## src/hdl/prime_count_odd_sieve_core_assert.svh

```systemverilog
// assertion macros for the odd sieve prime counter
`ifndef PRIME_COUNT_ODD_SIEVE_CORE_ASSERT_SVH
`define PRIME_COUNT_ODD_SIEVE_CORE_ASSERT_SVH

// same-cycle implication, checked outside reset
`define PCOS_ASSERT_NOW(lbl, ante, cons, msg) \
  lbl: assert property (@(posedge clk_i) disable iff (!rst_ni) (ante) |-> (cons)) \
    else $error(msg);

// next-cycle implication, checked outside reset
`define PCOS_ASSERT_NEXT(lbl, ante, cons, msg) \
  lbl: assert property (@(posedge clk_i) disable iff (!rst_ni) (ante) |=> (cons)) \
    else $error(msg);

`endif

```

## src/hdl/pcos_ram.sv

```systemverilog
// generic single-write, single-read ram with registered read data
module pcos_ram #(
  parameter int unsigned Width = 1,
  parameter int unsigned Depth = 16
) (
  input  logic                     clk_i,
  input  logic                     we_i,
  input  logic [$clog2(Depth)-1:0] waddr_i,
  input  logic [Width-1:0]         wdata_i,
  input  logic                     re_i,
  input  logic [$clog2(Depth)-1:0] raddr_i,
  output logic [Width-1:0]         rdata_o
);

  logic [Width-1:0] mem_q [Depth];
  logic [Width-1:0] rdata_q;

  // write port
  always_ff @(posedge clk_i) begin
    if (we_i) begin
      mem_q[waddr_i] <= wdata_i;
    end
  end

  // registered read port
  always_ff @(posedge clk_i) begin
    if (re_i) begin
      rdata_q <= mem_q[raddr_i];
    end
  end

  assign rdata_o = rdata_q;

endmodule

```

## config.mk

```make
export PLATFORM = sky130hd
export DESIGN_NAME = pcos_ram
export DESIGN_NICKNAME = d
export VERILOG_FILES = /design/src/hdl/prime_count_odd_sieve_core_assert.svh /design/src/hdl/pcos_ram.sv
export SDC_FILE = /design/constraint.sdc
export NUM_CORES = 1
export LEC_CHECK = 0
export BUFFER_PORTS_ARGS = -buffer_cell sky130_fd_sc_hd__buf_2
export CORE_MARGIN = 5
export CORE_UTILIZATION = 47
export DETAILED_ROUTE_END_ITERATION = 10
export GPL_TIMING_DRIVEN = 0
export MAX_ROUTING_LAYER = met4
export PLACE_DENSITY_LB_ADDON = 0.12
export SYNTH_ARGS = -nofsm -noshare
export SYNTH_HDL_FRONTEND = slang
export SYNTH_SLANG_ARGS = --single-unit
```

## constraint.sdc

```tcl
create_clock -name clk_i -period 1.4 [get_ports clk_i]
set_clock_uncertainty 0.15 [all_clocks]
set_input_delay 0 -clock clk_i [delete_from_list [all_inputs] [get_ports clk_i]]
set_output_delay 0 -clock clk_i [all_outputs]
set_load 0.05 [all_outputs]
```

==> flow_metrics.tcl, run 1 <==
set metrics [dict create \
    synth_seq_area_share_pct 67.5 \
    grt_setup_unrepaired "true" \
    multiInputGateArea_um2 230 \
    synth.most_common_cell "edfxtp_1" \
    wl_um 1210 \
    power_leakage_nw 0.317 \
    slew_headroom_pct 83.2 \
    routabilityCongestion 0.742 \
    slowest_stage "mux4_2" \
    seq_area_um2 510 \
    ys_ff_latch 17 \
    viasPerCell 5.38 \
    async_flop_share_pct 0 \
    dr_total_vias 457 \
    nets 82 \
    grt_overflow 0 \
    synth_top_area_share_pct 67.5 \
    syn_nets 59 \
    synth_top_area_cell "edfxtp_1" \
    crit_type "flop to flop" \
    syn_inst 47 \
    insertion_delay_ns 0.28 \
    crit_family "multiplexers" \
    syn_area_um2 756 \
    area_delta_synth_final_pct 20.0 \
    yosysUniqueCellTypes 10 \
    grt_use_total_pct 11.1 \
    min_path_type "input pin to flop" \
    post-route-min-period_ns 1.46 \
    yosysWarnings 0 \
    dp_slack_ns -0.0638 \
    grt_max_degree 17 \
    fin_cells 85 \
    cts_tree "done" \
    start_util_pct 49.6 \
    p_per_area_nw_per_um2 1020 \
    end_kind "flop" \
    die_h_um 50.1 \
    avgSynthCellArea_um2 16.1 \
    synth_edf_count 17 \
    diodes 0 \
    cp_data_required_time_ns 1.29 \
    rows 14 \
    portBuffers 12 \
    drcViolationCount 0 \
    fmax_mhz 684 \
    cts_resized 0 \
    dieArea_um2 2510 \
    path_clk_slew_ns 0.09 \
    crit_buf_inv 0 \
    final.setup.worst_slack_ns -0.0629 \
    path_common_cell "mux2i_1" \
    cts_made_buffers 3 \
    violations "negative setup slack" \
    cts_root_buffer "clkbuf_4" \
    place_area_um2 821 \
    setup_viol 1 \
    ios 13 \
    grt_pass1_vias 444 \
    finalHoldViolCount 0 \
    place_inst 75 \
    critPathMaxStageDelay_ns 0.47 \
    status "finished, violations left" \
    cp_max_fo 1 \
    ant_nets 0 \
    fin_util_pct 59.5 \
    hold_ws_ns 0.0447 \
    worstPathArrival_ns 1.35 \
    final.period_utilization_pct 104 \
    design.core.area_um2 1520 \
    yosys-top-cells-count "edfxtp_1 (17), nor2_1 (12), mux4_1 (4), nor3_1 (4), mux2i_1 (3)" \
    first_pass_iters 4 \
    grt_pass1_wl_um 2050 \
    synth_flop_cell "edfxtp_1" \
    final_max_slew_viol_count 0 \
    clockBufferDepth 2 \
    design_area_um2 907 \
    max-vdd-ir-drop_v 0.000601 \
    cap_viol_max_count 0 \
    drt_iter0_markers 5 \
    worstSetupStartpointType "flop" \
    drive_above_1_share_pct 29.0 \
    dp_hpwl_um 871 \
    worst_pin_slew_ns 0.250 \
    antenna_found_initial 0 \
    synthTopCellsByArea "edfxtp_1 (68%), mux4_1 (14%), nor2_1 (6.0%), mux2i_1 (4.0%), nor3_1 (2.6%)" \
    crit_path_cell_trace "mux4_2, mux2i_1, mux2i_1" \
    avgRoutedWirePerCell_um 14.2 \
    fill_cells 118 \
    clkSinkCount 17 \
    fp.dieW_um 50.1 \
    htreeDepth 1 \
]
==> routing by layer <==
| layer | wire (µm) | share of wire, % | track usage (%) |
|---|---|---|---|
| met5 | 0 | 0 | - |
| met4 | 8 | 0.66 | 2.62 |
| met3 | 83 | 6.9 | 3.61 |
| met1 | 565 | 47 | 14.9 |
| met2 | 552 | 46 | 16.3 |
==> where the power goes <==
part,leakage (nW),internal (mW),switching (mW)
Clock,0.0150,0.111,0.138
Sequential,0.154,0.572,0.00235
Combinational,0.148,0.0475,0.0514
==> placed cells by master (no fill, tap or decap) <==
cell type / count
clkbuf_4: 3
dlygate4sd3_1: 6
mux4_2: 4
nand2b_1: 2
nand3b_1: 2
nor2_1: 12
nand3_1: 1
edfxtp_1: 17
buf_2: 12
or3b_2: 1
nand2_1: 1
mux2i_1: 3
clkbuf_1: 1
nor3_1: 4
==> cells by family after synthesis <==
family	count (synthesis)	synth area share [%]
AND/OR/NAND/NOR	23	14.6
multiplexers	7	17.9
flip-flops	17	67.5
==> area by class of cell <==
type                       instances  share of cell area (%)
tap                               16                    2.21
sequential                        17                    56.3
timing repair buffer              18                    13.2
clock buffer                       4                    2.90
multi-input combinational         30                    25.4
==> registers in the layout, summed over array words and instances (netlist names) <==
signal   count
mem_q       16
rdata_o      1
==> path summary, 6_finish.rpt <==
kind              cells after the start        from        to  slack, ns
hold / removal                        3  waddr_i[2]  mem_q[3]       0.04
setup / recovery                      3   mem_q[15]   rdata_o      -0.06
hold reg to reg                       3    mem_q[0]   rdata_o       0.68
setup reg to reg                      3   mem_q[15]   rdata_o      -0.06
==> worst reg2reg max path, stage by stage, from the launching register on <==
cell	delay, ns
edfxtp_1	0.37
mux4_2	0.47
mux2i_1	0.14
mux2i_1	0.08
==> through the flow <==
step / power [mW] / TNS, ns
4_1_cts: 0.934 / -0.0743
6_report: 0.922 / -0.0629
3_3_place_gp: 0.672 / -0.0705
2_1_floorplan: 0.632 / 0
3_5_place_dp: 0.674 / -0.0638
5_1_grt: 0.968 / -0.114
==> what timing repair did <==
item,CTS,global route
buffers inserted,0,0
pin swaps,0,0
hold endpoints to repair,22,0
setup endpoints to repair,1,1
hold buffers,6,0
Note: power is estimated with default switching activity, not from simulation.
==> inputs of run 2 (changes only) <==
--- a/config.mk
+++ b/config.mk
@@ -6,12 +6,16 @@
 export NUM_CORES = 1
 export LEC_CHECK = 0
 export BUFFER_PORTS_ARGS = -buffer_cell sky130_fd_sc_hd__buf_2
+export CELL_PAD_IN_SITES_DETAIL_PLACEMENT = 0
+export CELL_PAD_IN_SITES_GLOBAL_PLACEMENT = 1
 export CORE_MARGIN = 5
-export CORE_UTILIZATION = 47
+export CORE_UTILIZATION = 39
+export CTS_CLUSTER_SIZE = 8
 export DETAILED_ROUTE_END_ITERATION = 10
 export GPL_TIMING_DRIVEN = 0
 export MAX_ROUTING_LAYER = met4
 export PLACE_DENSITY_LB_ADDON = 0.12
+export RECOVER_POWER = 50
 export SYNTH_ARGS = -nofsm -noshare
 export SYNTH_HDL_FRONTEND = slang
 export SYNTH_SLANG_ARGS = --single-unit
==> run 2 against run 1 <==
  * Combinational power barely moved
  * The run still ends with negative setup slack left
  * Total power rose by 0.88%
  * Cell count rose by 13%
  * Hold slack got worse by 0.026 ns
  * Maximum frequency fell by 0.93%
  * Global-route usage fell by 1.2 points
  * Via count rose by 0.22%
  * Worst setup slack got worse by 0.014 ns
  * Sequential power barely moved
  * Largest cell class unchanged
  * Routed wire length fell by 0.17%
  * Design area rose by 1.4%
  * Die area rose by 16%
==> flow_metrics.tcl, run 2 (synthesis results as in run 1) <==
set metrics [dict create \
    status "finished, violations left" \
    violations "negative setup slack" \
    tns_ns -0.0766 \
    drive_above_1_share_pct 27.5 \
    internal_power_uw 730 \
    clockBufferDepth 2 \
    cp_data_required_time_ns 1.29 \
    ios 13 \
    multiInputGateArea_um2 230 \
    start_util_pct 39.7 \
    power_leakage_nw 0.314 \
    worstPathArrival_ns 1.37 \
    p_per_area_nw_per_um2 1010 \
    portBuffers 12 \
    clkPwrFrac_pct 27.6 \
    fill_cells 163 \
    post-route-min-period_ns 1.48 \
    path_clk_slew_ns 0.09 \
    cap_viol_max_count 0 \
    final.period_utilization_pct 105 \
    area_delta_synth_final_pct 21.7 \
    worst_pin_slew_ns 0.556 \
    avgRoutedWirePerCell_um 12.6 \
    place_area_um2 835 \
    layout_commonest_cell "edfxtp_1" \
    final_cell_mix "edfxtp_1 (17), nor2_1 (12), buf_2 (11), dlygate4sd3_1 (6)" \
    crit_type "flop to flop" \
    post-cts-setup-buffers 0 \
    die_h_um 54.0 \
    finalHoldViolCount 0 \
    dr_total_vias 458 \
    first_pass_iters 4 \
    drt_iter0_markers 15 \
    wl_um 1210 \
    rows 16 \
    design_area_um2 920 \
    nets 82 \
    largest_reg_flops 16 \
    cts_root_buffer "clkbuf_4" \
    min_path_type "input pin to flop" \
    power_switching_uw 200 \
    max-vdd-ir-drop_v 0.000584 \
    cts_made_buffers 3 \
    hold_ws_ns 0.0184 \
    final.setup.worst_slack_ns -0.0766 \
    swShare_pct 21.5 \
    cts_tree "done" \
    drcViolationCount 0 \
    dieArea_um2 2920 \
    design.core.area_um2 1900 \
    grt_pass1_wl_um 1900 \
    slew_headroom_pct 62.9 \
    grt_overflow 0 \
    grt_setup_unrepaired "true" \
    ant_nets 0 \
    seq_area_um2 510 \
    final_max_slew_viol_count 0 \
    diodes 0 \
    setup_viol 1 \
    routabilityCongestion 0.707 \
    antenna_found_initial 0 \
    largest_register "mem_q" \
    clkSinkCount 17 \
    insertion_delay_ns 0.29 \
    dp_slack_ns -0.0783 \
    p_seq_share_pct 61.8 \
    finalPower_uw 931 \
    cp_max_fo 1 \
    grt_max_degree 17 \
    viasPerCell 4.77 \
    fmax_mhz 677 \
    end_kind "flop" \
    grt_use_total_pct 9.95 \
    cts_resized 0 \
    pwr-share-comb_pct 10.6 \
    grt_pass1_vias 425 \
    worstSetupStartpointType "flop" \
    htreeDepth 1 \
    fp.dieW_um 54.0 \
]
==> run 2: power groups by stage <==
stage / Clock [mW] / Combinational, mW / Sequential [mW]
after CTS: 0.260 / 0.101 / 0.575
after global routing: 0.285 / 0.108 / 0.576
after floorplan: 0 / 0.0366 / 0.596
final: 0.257 / 0.0988 / 0.575
after global placement: 0 / 0.0874 / 0.586
after detailed placement: 0 / 0.0881 / 0.587
==> run 2: path summary, 6_finish.rpt <==
check / endpoint / cells past startpoint / from / slack, ns
setup / recovery: rdata_o / 3 / mem_q[6] / -0.08
hold / removal: mem_q[3] / 3 / waddr_i[3] / 0.02
setup reg to reg: rdata_o / 3 / mem_q[6] / -0.08
hold reg to reg: rdata_o / 3 / mem_q[14] / 0.70
==> run 2: area by class of cell <==
| type | count | share of cell area (%) |
|---|---|---|
| flip-flops and latches | 17 | 55.5 |
| repair buffers | 18 | 12.9 |
| multi-input cells | 30 | 25.0 |
| clock buffers | 4 | 2.86 |
| well taps | 27 | 3.67 |
==> run 2: worst max-delay path, cell delays in order (launching register included) <==
cell	delay, ns
edfxtp_1	0.37
mux4_2	0.48
mux2i_1	0.14
mux2i_1	0.09
==> run 2: what timing repair did <==
action | CTS | global route
hold buffers | 6 | 0
endpoints found under the setup margin | 1 | 1
hold endpoints to repair | 22 | 0
pin swaps | 0 | 0
==> run 2: routing by layer <==
metal  track usage [%]  part of all wire, %  vias to the layer above  wire [µm]
met5                 -                    0                        -          0
met2              13.9                   45                       18        544
met3              3.32                  7.3                        3         88
li1                  -                    -                      225          -
met4              4.98                  2.0                        0         24
met1              12.8                   46                      212        551
==> run 2: stage by stage <==
step,instances,util [%]
global route,96,48.4
detailed placement,86,43.9
finish,96,48.4
floorplan,47,-
CTS,96,48.4
global placement,86,43.9
==> inputs of run 3 (changes only) <==
--- a/config.mk
+++ b/config.mk
@@ -6,10 +6,10 @@
 export NUM_CORES = 1
 export LEC_CHECK = 0
 export BUFFER_PORTS_ARGS = -buffer_cell sky130_fd_sc_hd__buf_2
-export CELL_PAD_IN_SITES_DETAIL_PLACEMENT = 0
-export CELL_PAD_IN_SITES_GLOBAL_PLACEMENT = 1
+export CELL_PAD_IN_SITES_DETAIL_PLACEMENT = 1
+export CELL_PAD_IN_SITES_GLOBAL_PLACEMENT = 2
 export CORE_MARGIN = 5
-export CORE_UTILIZATION = 39
+export CORE_UTILIZATION = 33
 export CTS_CLUSTER_SIZE = 8
 export DETAILED_ROUTE_END_ITERATION = 10
 export GPL_TIMING_DRIVEN = 0
==> run 3 against run 2 <==
  * The flow finishes with violations (negative hold slack, negative setup slack)
  * Global-route usage is 0.40 points lower
  * Core utilization decreased by 6.7 points
  * Worst setup slack worse by 0.0025 ns
  * Hold slack got worse by 0.020 ns
  * Sequential cell count did not move
  * Critical path type unchanged
  * Critical path depth is the same
  * Register-to-register slack barely moved
  * Sequential power about the same
  * Non-clock buffer count shrank 1
  * Routed wire length increased by 11%
  * Via count grew 1.1%
==> flow_metrics.tcl, run 3 (synthesis results as in run 1) <==
set metrics [dict create \
    final_cell_mix "edfxtp_1 (17), nor2_1 (12), buf_2 (11), dlygate4sd3_1 (5)" \
    setup_viol 1 \
    worst_pin_slew_ns 0.605 \
    nets 81 \
    power_switching_uw 211 \
    drcViolationCount 0 \
    cts_made_buffers 3 \
    cp_max_fo 1 \
    largest_register "mem_q" \
    post-route-min-period_ns 1.48 \
    crit_family "multiplexers" \
    clkSinkCount 17 \
    cp_data_required_time_ns 1.30 \
    critPathMaxStageDelay_ns 0.46 \
    wl_um 1350 \
    first_pass_iters 3 \
    slew_headroom_pct 59.7 \
    crit_type "flop to flop" \
    internal_power_uw 724 \
    viasPerCell 4.82 \
    drt_iter0_markers 2 \
    grt_use_total_pct 9.55 \
    clkPwrFrac_pct 28.2 \
    largest_reg_flops 16 \
    path_common_cell "mux2i_1" \
    avgRoutedWirePerCell_um 14.0 \
    slowest_stage "mux4_2" \
    crit_path_cell_trace "mux4_2, mux2i_1, mux2i_1" \
    path_clk_slew_ns 0.10 \
    final_max_slew_viol_count 0 \
    cap_viol_max_count 0 \
    p_per_area_nw_per_um2 1030 \
    p_seq_share_pct 61.5 \
    grt_overflow 0 \
    worstPathArrival_ns 1.38 \
    min_path_type "input pin to flop" \
    finalPower_uw 936 \
    dr_total_vias 463 \
    post-cts-setup-buffers 0 \
    reg2reg_slack_ns -0.08 \
    grt_setup_unrepaired "true" \
    worstSetupStartpointType "flop" \
    htreeDepth 1 \
    power_leakage_nw 0.313 \
    drive_above_1_share_pct 29.4 \
    cts_tree "done" \
    grt_pass1_vias 512 \
    grt_pass1_wl_um 2230 \
    routabilityCongestion 0.625 \
    ios 13 \
    die_h_um 57.9 \
    ant_nets 0 \
    swShare_pct 22.6 \
    violations "negative hold slack, negative setup slack" \
    finalHoldViolCount 1 \
    final.period_utilization_pct 106 \
    insertion_delay_ns 0.29 \
    layout_commonest_cell "edfxtp_1" \
    area_delta_synth_final_pct 20.7 \
    antenna_found_initial 0 \
    dieArea_um2 3350 \
    clockBufferDepth 2 \
    design.core.area_um2 2190 \
    portBuffers 12 \
    start_util_pct 34.5 \
    fp.dieW_um 57.9 \
    rows 17 \
    max-vdd-ir-drop_v 0.000362 \
    pwr-share-comb_pct 10.3 \
    cts_root_buffer "clkbuf_4" \
    crit_buf_inv 0 \
    hold_ws_ns -0.00202 \
    fmax_mhz 676 \
    cts_resized 0 \
    end_kind "flop" \
    status "finished, violations left" \
    diodes 0 \
    final.setup.worst_slack_ns -0.0790 \
    grt_max_degree 17 \
]
==> run 3: changes by cell type in the layout (fill, tap and decap cells not counted), sizes merged <==
cell,change
clkbuf,-1
clkinv,+1
dlygate4sd3,-1
==> run 3: power groups by stage <==
| stage | registers (mW) | clock network (mW) | logic, mW |
|---|---|---|---|
| after floorplan | 0.596 | 0 | 0.0366 |
| after global placement | 0.587 | 0 | 0.0881 |
| after detailed placement | 0.587 | 0 | 0.0887 |
| after CTS | 0.575 | 0.274 | 0.0994 |
| after global routing | 0.577 | 0.291 | 0.107 |
| final | 0.575 | 0.263 | 0.0968 |
==> run 3: path summary, 6_finish.rpt <==
path | endpoint | startpoint | cells past startpoint
worst max-delay path | rdata_o | mem_q[10] | 3
worst min-delay path | rdata_o | raddr_i[3] | 3
worst max register to register | rdata_o | mem_q[10] | 3
worst min register to register | rdata_o | mem_q[4] | 3
==> run 3: cell type report <==
class | instances | area, µm²
multi-input combinational | 30 | 230
timing repair buffer | 17 | 109
sequential | 17 | 510
tap | 28 | 35.0
fill | 232 | 1280
clock inverter | 1 | 5.00
clock buffer | 3 | 22.5
==> run 3: timing repair <==
| action | 4_1_cts | 5_1_grt |
|---|---|---|
| endpoints found under the hold margin | 22 | 0 |
| endpoints found under the setup margin | 1 | 1 |
| hold buffers | 5 | 0 |
==> run 3: stage by stage <==
stage               worst slack, ns  cells  instance area, µm²  utilization, %  setup TNS [ns]
CTS                          -0.109     96                 913            41.7          -0.109
floorplan                   0.00670     47                 741               -               0
detailed placement           -0.106     87                 836            38.1          -0.106
global placement             -0.101     87                 836            38.1          -0.101
global route                 -0.154     96                 912            41.6          -0.154
finish                      -0.0790     96                 912            41.6         -0.0790
==> run 3: tightest hold or removal path, delay by kind of cell <==
kind	cells	cell delay [ns]
buffers and inverters	1	0.11
muxes	2	0.20
==> run 3: metal layers <==
| metal | up-vias | global-route usage [%] | wire [µm] |
|---|---|---|---|
| met5 | - | - | 0 |
| met3 | 2 | 2.90 | 88 |
| met1 | 222 | 10.5 | 595 |
| met4 | 0 | 4.97 | 11 |
| li1 | 225 | - | - |
| met2 | 14 | 15.5 | 649 |
